[config.mk]
export PLATFORM = sky130hd
export DESIGN_NAME = bplus_tree_internal_node_flat
export DESIGN_NICKNAME = d
export VERILOG_FILES = /design/src/bpti_pkg.sv /design/src/bpti_if.sv /design/src/bpti_ram.sv /design/src/bplus_tree_internal_node.sv /design/src/flat_wrapper.sv
export SDC_FILE = /design/constraint.sdc
export NUM_CORES = 2
export LEC_CHECK = 0
export BUFFER_PORTS_ARGS = -buffer_cell sky130_fd_sc_hd__buf_2
export CAP_MARGIN = 20
export CORE_ASPECT_RATIO = 0.5
export CORE_MARGIN = 3
export CORE_UTILIZATION = 30
export CTS_BUF_LIST = sky130_fd_sc_hd__clkbuf_16
export CTS_CLUSTER_SIZE = 8
export DETAILED_ROUTE_END_ITERATION = 8
export PLACE_DENSITY = 0.54
export SLEW_MARGIN = 30
export SYNTH_ARGS = -nofsm -noshare
export SYNTH_HDL_FRONTEND = slang
export SYNTH_SLANG_ARGS = --single-unit
[constraint.sdc]
create_clock -name clk -period 4.1 [get_ports clk]
set_input_delay 0.41 -clock clk [delete_from_list [all_inputs] [get_ports clk]]
set_output_delay 0.41 -clock clk [all_outputs]
set_load 0.01 [all_outputs]
[src/bpti_pkg.sv]
// Package: shared types, constants and request codes for the B+ tree internal node.
`timescale 1ns / 1ps
package bpti_pkg;
	localparam int MAX_KEYS_DEF       = 32;
	localparam int CHILD_REF_BITS_DEF = 16;
	localparam int KEY_W              = 32;
	localparam int REQ_W              = 2;
	localparam int STATUS_W           = 2;

	typedef enum logic [1:0] {
		REQ_INSERT = 2'd0,
		REQ_FIND   = 2'd1,
		REQ_SPLIT  = 2'd2,
		REQ_NOP    = 2'd3
	} req_t;

	typedef enum logic [1:0] {
		ST_OK    = 2'd0,
		ST_FULL  = 2'd1,
		ST_EMPTY = 2'd2
	} status_t;

	typedef enum logic [3:0] {
		S_IDLE,
		S_KSCAN,
		S_KSHIFT,
		S_KPUT,
		S_CPREP,
		S_CSHIFT,
		S_CPUT,
		S_FSCAN,
		S_FREAD,
		S_SEP,
		S_SPLIT,
		S_OUT
	} state_t;
endpackage

[src/bpti_if.sv]
// Interfaces: valid/ready channels for request and result items.
`timescale 1ns / 1ps
interface bpti_req_if
	import bpti_pkg::*;
#(parameter int CHILD_REF_BITS = CHILD_REF_BITS_DEF);
	logic                      valid;
	logic                      ready;
	logic [REQ_W-1:0]          req_type;
	logic signed [KEY_W-1:0]   key;
	logic [CHILD_REF_BITS-1:0] left_child;
	logic                      left_valid;
	logic [CHILD_REF_BITS-1:0] right_child;
	logic                      right_valid;
	modport source (output valid, req_type, key, left_child, left_valid, right_child,
		right_valid, input ready);
	modport sink (input valid, req_type, key, left_child, left_valid, right_child,
		right_valid, output ready);
endinterface

interface bpti_res_if
	import bpti_pkg::*;
#(parameter int CHILD_REF_BITS = CHILD_REF_BITS_DEF);
	logic                      valid;
	logic                      ready;
	logic [STATUS_W-1:0]       status;
	logic [CHILD_REF_BITS-1:0] found_child;
	logic                      found_valid;
	logic signed [KEY_W-1:0]   separator_key;
	logic signed [KEY_W-1:0]   moved_key;
	logic                      moved_key_valid;
	logic [CHILD_REF_BITS-1:0] moved_child;
	logic                      last;
	modport source (output valid, status, found_child, found_valid, separator_key,
		moved_key, moved_key_valid, moved_child, last, input ready);
	modport sink (input valid, status, found_child, found_valid, separator_key,
		moved_key, moved_key_valid, moved_child, last, output ready);
endinterface

[src/bpti_ram.sv]
// Generic single-port-write, single-port-read RAM with registered read.
`timescale 1ns / 1ps
module bpti_ram #(
	parameter int WIDTH = 32,
	parameter int DEPTH = 32
) (
	input  logic                     clk,
	input  logic                     we,
	input  logic [$clog2(DEPTH)-1:0] waddr,
	input  logic [WIDTH-1:0]         wdata,
	input  logic [$clog2(DEPTH)-1:0] raddr,
	output logic [WIDTH-1:0]         rdata
);
	logic [WIDTH-1:0] mem [DEPTH];

	// write and registered read
	always_ff @(posedge clk) begin
		if (we) begin
			mem[waddr] <= wdata;
		end
		rdata <= mem[raddr];
	end
endmodule

[src/bplus_tree_internal_node.sv]
// Top level: B+ tree internal node held in key and child RAMs with a sequencer.
`timescale 1ns / 1ps
// One internal node of a B+ tree: sorted signed keys in a key RAM and child
// references in a child RAM, both with a registered read. Requests are taken
// one at a time; the request port is ready only while the sequencer is idle.
// Every RAM step is a read, then a compare or a write back. An insert runs a
// lower-bound scan and a key shift, then a shift and a place for each child; a
// find scans the keys and then reads the child; a split reads the separator and
// then emits n - n/2 result transfers for n stored keys; a no-op or a request on
// a full or empty node goes straight to its result. A result that waits in the
// output register stalls the sequencer and with it the request port. A full node
// reports status 1 and drops the insert, a child that does not fit is dropped
// with status 1, and a missing child shows as found_valid low or a zero moved
// child.
module bplus_tree_internal_node
	import bpti_pkg::*;
#(
	parameter int MAX_KEYS       = MAX_KEYS_DEF,
	parameter int CHILD_REF_BITS = CHILD_REF_BITS_DEF
) (
	input logic clk,
	input logic arst_n,
	bpti_req_if.sink   req,
	bpti_res_if.source res
);
	localparam int SLOTS = MAX_KEYS + 1;
	localparam int KA_W  = $clog2(MAX_KEYS);
	localparam int CA_W  = $clog2(SLOTS);
	localparam int CNT_W = $clog2(SLOTS + 1);
	localparam int CW    = CHILD_REF_BITS;

	state_t state_q, state_d;
	logic [CNT_W-1:0] kcnt_q, ccnt_q, i_q, pos_q, lim_q, items_q;
	logic signed [KEY_W-1:0] key_q, sep_q;
	logic [CW-1:0] lch_q, rch_q, fc_q;
	logic lv_q, rv_q, rdpend_q, right_q, fv_q;
	status_t st_q, st_acc;

	// RAM ports
	logic k_we, c_we;
	logic [KA_W-1:0] k_wa, k_ra;
	logic [CA_W-1:0] c_wa, c_ra;
	logic [KEY_W-1:0] k_wd, k_rd;
	logic [CW-1:0] c_wd, c_rd;

	bpti_ram #(.WIDTH(KEY_W), .DEPTH(MAX_KEYS)) u_key_ram (
		.clk(clk), .we(k_we), .waddr(k_wa), .wdata(k_wd), .raddr(k_ra), .rdata(k_rd));
	bpti_ram #(.WIDTH(CW), .DEPTH(SLOTS)) u_child_ram (
		.clk(clk), .we(c_we), .waddr(c_wa), .wdata(c_wd), .raddr(c_ra), .rdata(c_rd));

	// output register
	logic ov_q;
	status_t o_st_q;
	logic [CW-1:0] o_fc_q, o_mc_q;
	logic o_fv_q, o_mv_q, o_last_q;
	logic signed [KEY_W-1:0] o_sep_q, o_mk_q;

	logic acc, out_free, load_out;
	assign acc       = req.valid && req.ready;
	assign out_free  = !ov_q || res.ready;
	assign req.ready = (state_q == S_IDLE);

	assign res.valid           = ov_q;
	assign res.status          = o_st_q;
	assign res.found_child     = o_fc_q;
	assign res.found_valid     = o_fv_q;
	assign res.separator_key   = o_sep_q;
	assign res.moved_key       = o_mk_q;
	assign res.moved_key_valid = o_mv_q;
	assign res.moved_child     = o_mc_q;
	assign res.last            = o_last_q;

	// scan compares, child placement and split addressing
	logic key_ge, key_lt, kscan_end, fscan_end, split_last, cwant_c;
	logic [CNT_W-1:0] mid_c, ci_c, ctgt_c, cpos_c;
	assign key_ge     = !($signed(k_rd) < key_q);
	assign key_lt     = key_q < $signed(k_rd);
	assign kscan_end  = rdpend_q ? key_ge : (i_q == kcnt_q);
	assign fscan_end  = rdpend_q ? key_lt : (i_q == kcnt_q);
	assign mid_c      = kcnt_q >> 1;
	assign ci_c       = mid_c + CNT_W'(1) + i_q;
	assign split_last = (i_q + CNT_W'(1) == items_q);
	assign ctgt_c     = right_q ? pos_q + CNT_W'(1) : pos_q;
	assign cpos_c     = (ctgt_c > ccnt_q) ? ccnt_q : ctgt_c;
	assign cwant_c    = right_q ? rv_q : lv_q;
	assign load_out   = out_free &&
		((state_q == S_OUT) || (state_q == S_SPLIT && rdpend_q));

	// status known at request transfer
	always_comb begin
		case (req_t'(req.req_type))
			REQ_INSERT: st_acc = (kcnt_q >= CNT_W'(MAX_KEYS)) ? ST_FULL : ST_OK;
			REQ_FIND, REQ_SPLIT: st_acc = (kcnt_q == '0) ? ST_EMPTY : ST_OK;
			default: st_acc = ST_OK;
		endcase
	end

	// next state
	always_comb begin
		state_d = state_q;
		case (state_q)
			S_IDLE: begin
				if (acc) begin
					case (req_t'(req.req_type))
						REQ_INSERT: state_d = (kcnt_q >= CNT_W'(MAX_KEYS)) ? S_OUT : S_KSCAN;
						REQ_FIND:   state_d = (kcnt_q == '0) ? S_OUT : S_FSCAN;
						REQ_SPLIT:  state_d = (kcnt_q == '0) ? S_OUT : S_SEP;
						default:    state_d = S_OUT;
					endcase
				end
			end
			S_KSCAN:  if (kscan_end) state_d = S_KSHIFT;
			S_KSHIFT: if (!rdpend_q && i_q == pos_q) state_d = S_KPUT;
			S_KPUT:   state_d = S_CPREP;
			S_CPREP: begin
				if (cwant_c && ccnt_q < CNT_W'(SLOTS)) state_d = S_CSHIFT;
				else if (right_q) state_d = S_OUT;
			end
			S_CSHIFT: if (!rdpend_q && i_q == lim_q) state_d = S_CPUT;
			S_CPUT:   state_d = right_q ? S_OUT : S_CPREP;
			S_FSCAN:  if (fscan_end) state_d = (i_q < ccnt_q) ? S_FREAD : S_OUT;
			S_FREAD:  if (rdpend_q) state_d = S_OUT;
			S_SEP:    if (rdpend_q) state_d = S_SPLIT;
			S_SPLIT:  if (rdpend_q && out_free && split_last) state_d = S_IDLE;
			S_OUT:    if (out_free) state_d = S_IDLE;
			default:  state_d = S_IDLE;
		endcase
	end

	// RAM addressing and write data
	always_comb begin
		k_we = 1'b0;
		k_wa = KA_W'(i_q);
		k_wd = k_rd;
		k_ra = KA_W'(i_q);
		c_we = 1'b0;
		c_wa = CA_W'(i_q);
		c_wd = c_rd;
		c_ra = CA_W'(i_q);
		case (state_q)
			S_KSHIFT: begin
				// read entry i-1, then write it to entry i
				k_ra = KA_W'(i_q - CNT_W'(1));
				k_we = rdpend_q;
			end
			S_KPUT: begin
				k_we = 1'b1;
				k_wa = KA_W'(pos_q);
				k_wd = key_q;
			end
			S_CSHIFT: begin
				c_ra = CA_W'(i_q - CNT_W'(1));
				c_we = rdpend_q;
			end
			S_CPUT: begin
				c_we = 1'b1;
				c_wa = CA_W'(lim_q);
				c_wd = right_q ? rch_q : lch_q;
			end
			S_SEP: k_ra = KA_W'(mid_c);
			S_SPLIT: begin
				k_ra = KA_W'(ci_c);
				c_ra = CA_W'(ci_c);
			end
			default: ;
		endcase
	end

	// sequencer registers
	always_ff @(posedge clk or negedge arst_n) begin
		if (!arst_n) begin
			state_q  <= S_IDLE;
			kcnt_q   <= '0;
			ccnt_q   <= '0;
			i_q      <= '0;
			pos_q    <= '0;
			lim_q    <= '0;
			items_q  <= '0;
			key_q    <= '0;
			sep_q    <= '0;
			lch_q    <= '0;
			rch_q    <= '0;
			fc_q     <= '0;
			lv_q     <= 1'b0;
			rv_q     <= 1'b0;
			rdpend_q <= 1'b0;
			right_q  <= 1'b0;
			fv_q     <= 1'b0;
			st_q     <= ST_OK;
		end else begin
			state_q <= state_d;
			case (state_q)
				S_IDLE: begin
					if (acc) begin
						key_q <= req.key;
						lch_q <= req.left_child;
						rch_q <= req.right_child;
						lv_q <= req.left_valid;
						rv_q <= req.right_valid;
						i_q <= '0;
						rdpend_q <= 1'b0;
						right_q <= 1'b0;
						fc_q <= '0;
						fv_q <= 1'b0;
						st_q <= st_acc;
						items_q <= kcnt_q - mid_c;
					end
				end
				S_KSCAN: begin
					// stop at the first stored key not below the request key
					if (kscan_end) begin
						pos_q <= i_q;
						i_q <= kcnt_q;
						rdpend_q <= 1'b0;
					end else if (rdpend_q) begin
						i_q <= i_q + CNT_W'(1);
						rdpend_q <= 1'b0;
					end else begin
						rdpend_q <= 1'b1;
					end
				end
				S_KSHIFT, S_CSHIFT: begin
					if (rdpend_q) begin
						i_q <= i_q - CNT_W'(1);
						rdpend_q <= 1'b0;
					end else if (i_q != ((state_q == S_KSHIFT) ? pos_q : lim_q)) begin
						rdpend_q <= 1'b1;
					end
				end
				S_KPUT: kcnt_q <= kcnt_q + CNT_W'(1);
				S_CPREP: begin
					// place the child if wanted and room is left, else drop it
					if (cwant_c && ccnt_q < CNT_W'(SLOTS)) begin
						i_q <= ccnt_q;
						lim_q <= cpos_c;
						rdpend_q <= 1'b0;
					end else begin
						if (cwant_c) st_q <= ST_FULL;
						right_q <= 1'b1;
					end
				end
				S_CPUT: begin
					ccnt_q <= ccnt_q + CNT_W'(1);
					right_q <= 1'b1;
				end
				S_FSCAN: begin
					// stop at the first stored key above the search key
					if (fscan_end) begin
						rdpend_q <= 1'b0;
					end else if (rdpend_q) begin
						i_q <= i_q + CNT_W'(1);
						rdpend_q <= 1'b0;
					end else begin
						rdpend_q <= 1'b1;
					end
				end
				S_FREAD: begin
					if (rdpend_q) begin
						fc_q <= c_rd;
						fv_q <= 1'b1;
						rdpend_q <= 1'b0;
					end else begin
						rdpend_q <= 1'b1;
					end
				end
				S_SEP: begin
					if (rdpend_q) begin
						sep_q <= $signed(k_rd);
						i_q <= '0;
						rdpend_q <= 1'b0;
					end else begin
						rdpend_q <= 1'b1;
					end
				end
				S_SPLIT: begin
					// advance one moved entry per result transfer, trim on the last
					if (!rdpend_q) begin
						rdpend_q <= 1'b1;
					end else if (out_free) begin
						rdpend_q <= 1'b0;
						if (split_last) begin
							kcnt_q <= mid_c;
							if (ccnt_q > mid_c + CNT_W'(1)) ccnt_q <= mid_c + CNT_W'(1);
						end else begin
							i_q <= i_q + CNT_W'(1);
						end
					end
				end
				default: ;
			endcase
		end
	end

	// result register: load a result or drop the one just transferred
	always_ff @(posedge clk or negedge arst_n) begin
		if (!arst_n) begin
			ov_q     <= 1'b0;
			o_st_q   <= ST_OK;
			o_fc_q   <= '0;
			o_fv_q   <= 1'b0;
			o_sep_q  <= '0;
			o_mk_q   <= '0;
			o_mv_q   <= 1'b0;
			o_mc_q   <= '0;
			o_last_q <= 1'b0;
		end else begin
			ov_q <= load_out || (ov_q && !res.ready);
			if (load_out) begin
				if (state_q == S_SPLIT) begin
					o_st_q   <= ST_OK;
					o_fc_q   <= '0;
					o_fv_q   <= 1'b0;
					o_sep_q  <= sep_q;
					o_mk_q   <= (ci_c < kcnt_q) ? $signed(k_rd) : '0;
					o_mv_q   <= (ci_c < kcnt_q);
					o_mc_q   <= (ci_c < ccnt_q) ? c_rd : '0;
					o_last_q <= split_last;
				end else begin
					o_st_q   <= st_q;
					o_fc_q   <= fc_q;
					o_fv_q   <= fv_q;
					o_sep_q  <= '0;
					o_mk_q   <= '0;
					o_mv_q   <= 1'b0;
					o_mc_q   <= '0;
					o_last_q <= 1'b1;
				end
			end
		end
	end

`ifndef SYNTHESIS
	a_cnt: assert property (@(posedge clk) disable iff (!arst_n)
		kcnt_q <= CNT_W'(MAX_KEYS)) else $error("key count overflow");
	a_ccnt: assert property (@(posedge clk) disable iff (!arst_n)
		ccnt_q <= CNT_W'(SLOTS)) else $error("child count overflow");
	a_idle: assert property (@(posedge clk) disable iff (!arst_n)
		acc |=> state_q != S_IDLE) else $error("request taken without work");
	a_hold: assert property (@(posedge clk) disable iff (!arst_n)
		ov_q && !res.ready |=> ov_q) else $error("result dropped while stalled");
`endif
endmodule
[src/flat_wrapper.sv]
// flat-port wrapper written by rule: the top's interface ports become plain ports
module bplus_tree_internal_node_flat import bpti_pkg::*;
#(
	parameter int MAX_KEYS       = MAX_KEYS_DEF,
	parameter int CHILD_REF_BITS = CHILD_REF_BITS_DEF
)
  (clk, arst_n, req_valid, req_req_type, req_key, req_left_child, req_left_valid, req_right_child, req_right_valid, req_ready, res_valid, res_status, res_found_child, res_found_valid, res_separator_key, res_moved_key, res_moved_key_valid, res_moved_child, res_last, res_ready);
  bpti_req_if #(.CHILD_REF_BITS(CHILD_REF_BITS)) req_i ();
  bpti_res_if #(.CHILD_REF_BITS(CHILD_REF_BITS)) res_i ();
  input logic clk;
  input logic arst_n;
  input wire logic [$bits(req_i.valid)-1:0] req_valid;
  input wire logic [$bits(req_i.req_type)-1:0] req_req_type;
  input wire logic [$bits(req_i.key)-1:0] req_key;
  input wire logic [$bits(req_i.left_child)-1:0] req_left_child;
  input wire logic [$bits(req_i.left_valid)-1:0] req_left_valid;
  input wire logic [$bits(req_i.right_child)-1:0] req_right_child;
  input wire logic [$bits(req_i.right_valid)-1:0] req_right_valid;
  output wire logic [$bits(req_i.ready)-1:0] req_ready;
  output wire logic [$bits(res_i.valid)-1:0] res_valid;
  output wire logic [$bits(res_i.status)-1:0] res_status;
  output wire logic [$bits(res_i.found_child)-1:0] res_found_child;
  output wire logic [$bits(res_i.found_valid)-1:0] res_found_valid;
  output wire logic [$bits(res_i.separator_key)-1:0] res_separator_key;
  output wire logic [$bits(res_i.moved_key)-1:0] res_moved_key;
  output wire logic [$bits(res_i.moved_key_valid)-1:0] res_moved_key_valid;
  output wire logic [$bits(res_i.moved_child)-1:0] res_moved_child;
  output wire logic [$bits(res_i.last)-1:0] res_last;
  input wire logic [$bits(res_i.ready)-1:0] res_ready;
  assign req_i.valid = req_valid;
  assign req_i.req_type = req_req_type;
  assign req_i.key = req_key;
  assign req_i.left_child = req_left_child;
  assign req_i.left_valid = req_left_valid;
  assign req_i.right_child = req_right_child;
  assign req_i.right_valid = req_right_valid;
  assign req_ready = req_i.ready;
  assign res_valid = res_i.valid;
  assign res_status = res_i.status;
  assign res_found_child = res_i.found_child;
  assign res_found_valid = res_i.found_valid;
  assign res_separator_key = res_i.separator_key;
  assign res_moved_key = res_i.moved_key;
  assign res_moved_key_valid = res_i.moved_key_valid;
  assign res_moved_child = res_i.moved_child;
  assign res_last = res_i.last;
  assign res_i.ready = res_ready;
  bplus_tree_internal_node #(.MAX_KEYS(MAX_KEYS), .CHILD_REF_BITS(CHILD_REF_BITS)) u_core (.clk(clk), .arst_n(arst_n), .req(req_i), .res(res_i));
endmodule
**Word level (Yosys, flattened, before mapping)**

Memory sizes are Yosys's and may differ from the RTL's. A register that Yosys moved wholly into a read port is not among the register bits.
Cells that the tools add are included.

- Add/subtract/negate cells: 8
- Magnitude comparators: 9
- Eq/ne operators: 38
- Muxes and demuxes: 91
- Reductions and logical operators: 41

Operators by type and width:

| kind | count |
|---|---|
| 32-bit two-way mux | 4 |
| 6-bit two-way mux | 21 |
| 16-bit two-way mux | 7 |
| 32-bit < comparator | 2 |
| 4-bit two-way mux | 14 |
| 4-bit one-hot mux with 12 select lines | 1 |
| 6-bit one-hot mux with 7 select lines | 1 |
| 6-bit one-hot mux with 2 select lines | 3 |
| 16-bit one-hot mux with 2 select lines | 1 |
| 2-bit by 1-bit != test with 1-bit output (second input constant) | 15 |
| 6-bit by 1-bit adder with 6-bit output (second input constant) | 4 |
| 6-bit equality test | 4 |
| 1-bit two-way mux | 22 |
| 6-bit < comparator | 3 |
| 4-bit by 3-bit equality test with 1-bit output (second input constant) | 4 |
| 4-bit equality test (second input constant) | 4 |
| 5-bit one-hot mux with 3 select lines | 1 |
| 2-bit two-way mux | 7 |
| 7-bit nonzero test | 2 |
| 6-bit greater-than comparator | 2 |
| 4-bit one-hot mux with 3 select lines | 1 |
| 10-bit AND reduction | 1 |
| 1-bit logical AND | 9 |
| 3-bit AND reduction | 3 |
| 30 further kinds | 51 |

- Bits in registers: 261
- Memory bits (writable): 1552
- Logic and storage cells: 216
- Memories: 2

Memories:

| name | words | bits a word | rd ports | clocked after memory_dff | wr ports | RTL line | text |
|---|---|---|---|---|---|---|---|
| u_core.u_key_ram.mem | 32 | 32 | 1 | 1 | 1 | bpti_ram.sv:14 | `logic [WIDTH-1:0] mem [DEPTH];` |
| u_core.u_child_ram.mem | 33 | 16 | 1 | 1 | 1 | bpti_ram.sv:14 |  |

**Longest topological paths before layout**

- Word-level depth: 7
- Mapped depth: 16

**Modules after synthesis**

Synthesis repeated with hierarchy kept, for this count alone.

- Cell total of the unflattened synthesis: 4869
- Area, all modules: 75854.0 sq um

Modules (own cells, without submodules):

| module | instances | cells each | area an instance (sq um) | sequential area each (sq um) |
|---|---|---|---|---|
| bpti_ram (u_core.u_key_ram) | 1 | 2260 | 40491.3 | 31390.1 |
| bpti_ram (u_core.u_child_ram) | 1 | 1142 | 21122.8 | 16175.5 |
| bplus_tree_internal_node | 1 | 1467 | 14239.9 | 6531.3 |

**Least setup slack after synthesis**

No wires, ideal clock.

- Kind: register to register
- Start: reg u_core.kcnt_q[2]
- End: reg u_core.o_mc_q[10], in the netlist u_core.res.moved_child[10]
- Library setup time: 66 ps
- Arrival time: 3775 ps
- Path slack: 258 ps
- Stages on the path, launching flop included: 17
- Buffers on the path: 2
- Clock period less this slack: 3842 ps
- Path through: dfrtp_1 clkbuf_1 inv_1 ha_1 inv_1 ha_1 a211oi_1 nor2_1 xnor2_1 inv_1 ha_1 nor2b_1 o21ai_0 nand2b_1 a211oi_1 clkbuf_1 a22o_1

- Cells in the longest elaborated chain, start to end: 5

RTL lines:

| item | RTL line | text |
|---|---|---|
| start: declaration | bplus_tree_internal_node.sv:33 | `logic [CNT_W-1:0] kcnt_q, ccnt_q, i_q, pos_q, lim_q, items_q;` |
| start signal: assignment | bplus_tree_internal_node.sv:230 | `S_KPUT: kcnt_q <= kcnt_q + CNT_W'(1);` |
| start signal: assignment | bplus_tree_internal_node.sv:282 | `kcnt_q <= mid_c;` |
| 5-bit by 1-bit adder with 6-bit output | bplus_tree_internal_node.sv:81 | `assign ci_c = mid_c + CNT_W'(1) + i_q;` |
| 6-bit adder | bplus_tree_internal_node.sv:81 |  |
| 6-bit < comparator | bplus_tree_internal_node.sv:316 | `o_mc_q <= (ci_c < ccnt_q) ? c_rd : '0;` |
| 16-bit two-way mux | bplus_tree_internal_node.sv:316 |  |
| 16-bit two-way mux | bplus_tree_internal_node.sv:309 | `if (state_q == S_SPLIT) begin` |
| end signal: assignment | bplus_tree_internal_node.sv:316 |  |
| end: declaration | bplus_tree_internal_node.sv:54 | `logic [CW-1:0] o_fc_q, o_mc_q;` |

Every way passes these cells.
A chain may end at the register's enable or synchronous reset.

**Worst setup path after layout**

- Start: reg u_core.kcnt_q[1]
- End: reg u_core.u_child_ram.rdata[8] (read register of u_core.u_child_ram.mem)

- Cells in the longest elaborated chain, start to end: 3

RTL lines:

| item | RTL line | text |
|---|---|---|
| 5-bit by 1-bit adder with 6-bit output | bplus_tree_internal_node.sv:81 |  |
| 6-bit adder | bplus_tree_internal_node.sv:81 |  |
| 6-bit one-hot mux with 2 select lines | bplus_tree_internal_node.sv:140 | `case (state_q)` |
| end: declaration | bpti_ram.sv:12 | `output logic [WIDTH-1:0] rdata` |

Every way passes these cells.

==> results.json <==
{
  "finalPower_mw": 83.2,
  "startpoint_type": "flip-flop",
  "worstMarginPinSlew_ns": 0.906,
  "outcome": "completed",
  "whs_ns": 0.0771,
  "rsz0062_at_grt": "true",
  "cp_common_cell": "ha_1",
  "cts_max_level": 5,
  "slowest_stage": "o21ai_0",
  "critPathMaxFanout": 16,
  "path_clk_slew_ns": 0.05,
  "synth_common_cells": "nand2_1, edfxtp_1, nand3_1",
  "worstSetupPathType": "flip-flop to flip-flop",
  "synth_flop_cell": "edfxtp_1",
  "layout-drive-gt1-share_pct": 14.9,
  "core_sq_mm": 0.253,
  "ff2ff_path_depth": 12,
  "ioPinCount": 175,
  "dp.cells": 9619,
  "viasPerCell": 5.11,
  "gp_congestion": 0.900,
  "synth_top_area_cell": "edfxtp_1",
  "yosysMostFrequentCell": "nand2_1",
  "row_count": 130,
  "syn_nets": 6305,
  "crit_chain": "ha_1 > inv_1 > ha_1 > a211oi_1 > nor2_1 > xnor2_1 > buf_4 > o21ai_0 > nand2_2 > nor3_1 > nor4_1 > a21oi_1",
  "wirelength_mm": 242,
  "finish.instance_area_sq_mm": 0.0930,
  "initial_utilization_pct": 30.4,
  "yosys-top-cells-area": "edfxtp_1, dfrtp_1, nand2_1",
  "grt_antenna_before_repair": 2,
  "die_h_microns": 364,
  "cts_tree": "yes",
  "grt_pass1_wl_mm": 352,
  "cts_buffer_depth": 4,
  "synth.avg_cell_area_sq_um": 12.5,
  "synthCells": 6144,
  "yosys_warnings": 0,
  "drtPass1Iterations": 6,
  "peakVddDrop_v": 0.000597,
  "seq_area_frac_synth_pct": 70.3,
  "finalHoldViolations": 0,
  "grt_overflow_total": 0,
  "slew_viol_final": 0,
  "nets": 6765,
  "syn_to_final_growth_pct": 20.9,
  "synth-edff-count": 1552,
  "fmax_mhz": 260,
  "drc_errors": 0,
  "slowest_delay_ns": 0.62,
  "ant_nets": 0,
  "pwr_density_cell_mw_per_mm2": 895,
  "io_buffers": 174,
  "stdcell_count": 10143,
  "clock_latency_ns": 0.83,
  "die_area_sq_mm": 0.263,
  "numCtsBuffers": 275,
  "async_flop_share_pct": 14.0,
  "synth.distinct_cells": 83,
  "end_kind": "flip-flop",
  "vias": 51782,
  "drt-wirelength-per-cell_microns": 23.9,
  "synth-seq-cells": 1861,
  "grt_pass1_vias": 50078,
  "p_leak_nw": 35.0,
  "cp.required_ns": 4.84,
  "placed_area_sq_mm": 0.0844,
  "arrival_ns": 4.58,
  "worst_r2r_startpoint": "u_core.kcnt_q[1]$_DFFE_PN0P_",
  "max_slew_margin_pct": 39.4,
  "synth_area_sq_mm": 0.0769,
  "min-delay-path-class": "primary input to async pin",
  "synth_top_area_share_pct": 60.6,
  "drt_iter0_drc": 5388,
  "cts.root.buffer_cell": "clkbuf_16",
  "finalSetupViolations": 0,
  "r2r_end": "u_core.u_child_ram.rdata[8]$_DFF_P_",
  "fin_skew_ns": 0.0756,
  "hpwl_mm": 144,
  "r2r_slack_ns": 0.26,
  "cts.sink_count": 1861,
  "grtUsageTotal_pct": 17.8,
  "maxCapViolations": 0,
  "min_period_over_period_pct": 93.6,
  "grt_max_degree": 110,
  "die_x_microns": 722,
  "fin_crit_ns": 3.84
}
[cell families (layout without fill, tap and decap cells)]
group | count (synthesis) | in the layout | share of synthesized area [%]
buf+inv | 472 | 1104 | 2.59
simple gates | 2616 | 2616 | 14.6
xor+xnor | 56 | 56 | 0.656
fa+ha+maj | 89 | 89 | 1.47
other cells | 0 | 1 | 0
mux | 212 | 212 | 2.92
compound gates | 838 | 838 | 7.45
flops | 1861 | 1861 | 70.3
[cell usage in the layout, fill, tap and decap left out, types with 160 or more instances in the layout]
cell,netlist,layout
a21oi_1,209,193
a22o_1,160,160
buf_2,126,173
buf_4,10,264
clkbuf_16,0,276
dfrtp_1,261,261
edfxtp_1,1552,1552
inv_1,75,224
nand2_1,1613,1610
nand3_1,664,663
[where the power goes]
part           internal, mW  leakage [nW]  switching, mW
logic                  11.5          13.0           23.9
registers              25.8          17.7           1.68
clock network          12.1          4.34           8.17
total                  49.5          35.0           33.8
[worst max-delay path: cells and delay by family, from the launching register on]
family / cells / cell delay [ns]
buffers and inverters: 2 / 0.25
adders and majority gates: 2 / 0.70
and+or+nand+nor: 4 / 1.12
xor gates and xnor gates: 1 / 0.16
AOI/OAI and AO/OA: 3 / 1.11
DFF: 1 / 0.41
[flip-flops by register name, indices dropped and copies added (netlist names), 32 cells and up]
register / flops
u_core.u_key_ram.mem: 1024
u_core.u_key_ram.rdata: 32
u_core.key_q: 32
u_core.sep_q: 32
u_core.res.separator_key: 32
u_core.res.moved_key: 32
u_core.u_child_ram.mem: 528
[layout make-up]
cell class / instances / area [sq um]
multi-input cells: 3811 / 21600
flip-flops and latches: 1861 / 54100
well taps: 3366 / 4210
inverters: 75 / 282
diodes: 1 / 2.50
clock inverters: 173 / 855
repair buffers: 580 / 5020
clock buffers: 276 / 6910
fillers: 24326 / 160000
[per-layer routing]
metal | up-vias | GRT usage [%] | share of wire [%] | wire (microns)
li1 | 23325 | - | - | -
met1 | 26205 | 24.2 | 43 | 104000
met2 | 1836 | 29.1 | 47 | 114000
met3 | 414 | 2.95 | 6.2 | 15100
met4 | 2 | 6.15 | 3.5 | 8390
met5 | - | 0 | 0.0033 | 8
[per-stage QoR]
step / setup TNS [ns] / worst slack [ns] / utilization (%)
floorplan: 0 / 0.258 / -
global placement: 0 / 0.184 / 33.3
detailed placement: 0 / 0.178 / 33.4
CTS: 0 / 0.121 / 36.7
global route: -0.00121 / -0.00121 / 36.7
finish: 0 / 0.261 / 36.7
[how the worst max path moves through the flow]
stage,endpoint,slack [ns],start
floorplan,u_core.res.moved_child[10]$_DFFE_PN0P_,0.26,u_core.kcnt_q[2]$_DFFE_PN0P_
global placement,u_core.u_child_ram.rdata[8]$_DFF_P_,0.18,u_core.kcnt_q[2]$_DFFE_PN0P_
detailed placement,u_core.u_child_ram.rdata[8]$_DFF_P_,0.18,u_core.kcnt_q[1]$_DFFE_PN0P_
CTS,u_core.u_child_ram.rdata[5]$_DFF_P_,0.12,u_core.kcnt_q[2]$_DFFE_PN0P_
global route,u_core.u_child_ram.rdata[5]$_DFF_P_,-0.001,u_core.kcnt_q[2]$_DFFE_PN0P_
finish,u_core.u_child_ram.rdata[8]$_DFF_P_,0.26,u_core.kcnt_q[1]$_DFFE_PN0P_
[timing repair]
item,4_1_cts,5_1_grt
endpoints found under the hold margin,172,0
setup endpoints to repair,0,20
gates resized for setup,0,2
hold buffers,68,0
setup buffers,0,4
(Power assumes the default switching activity.)
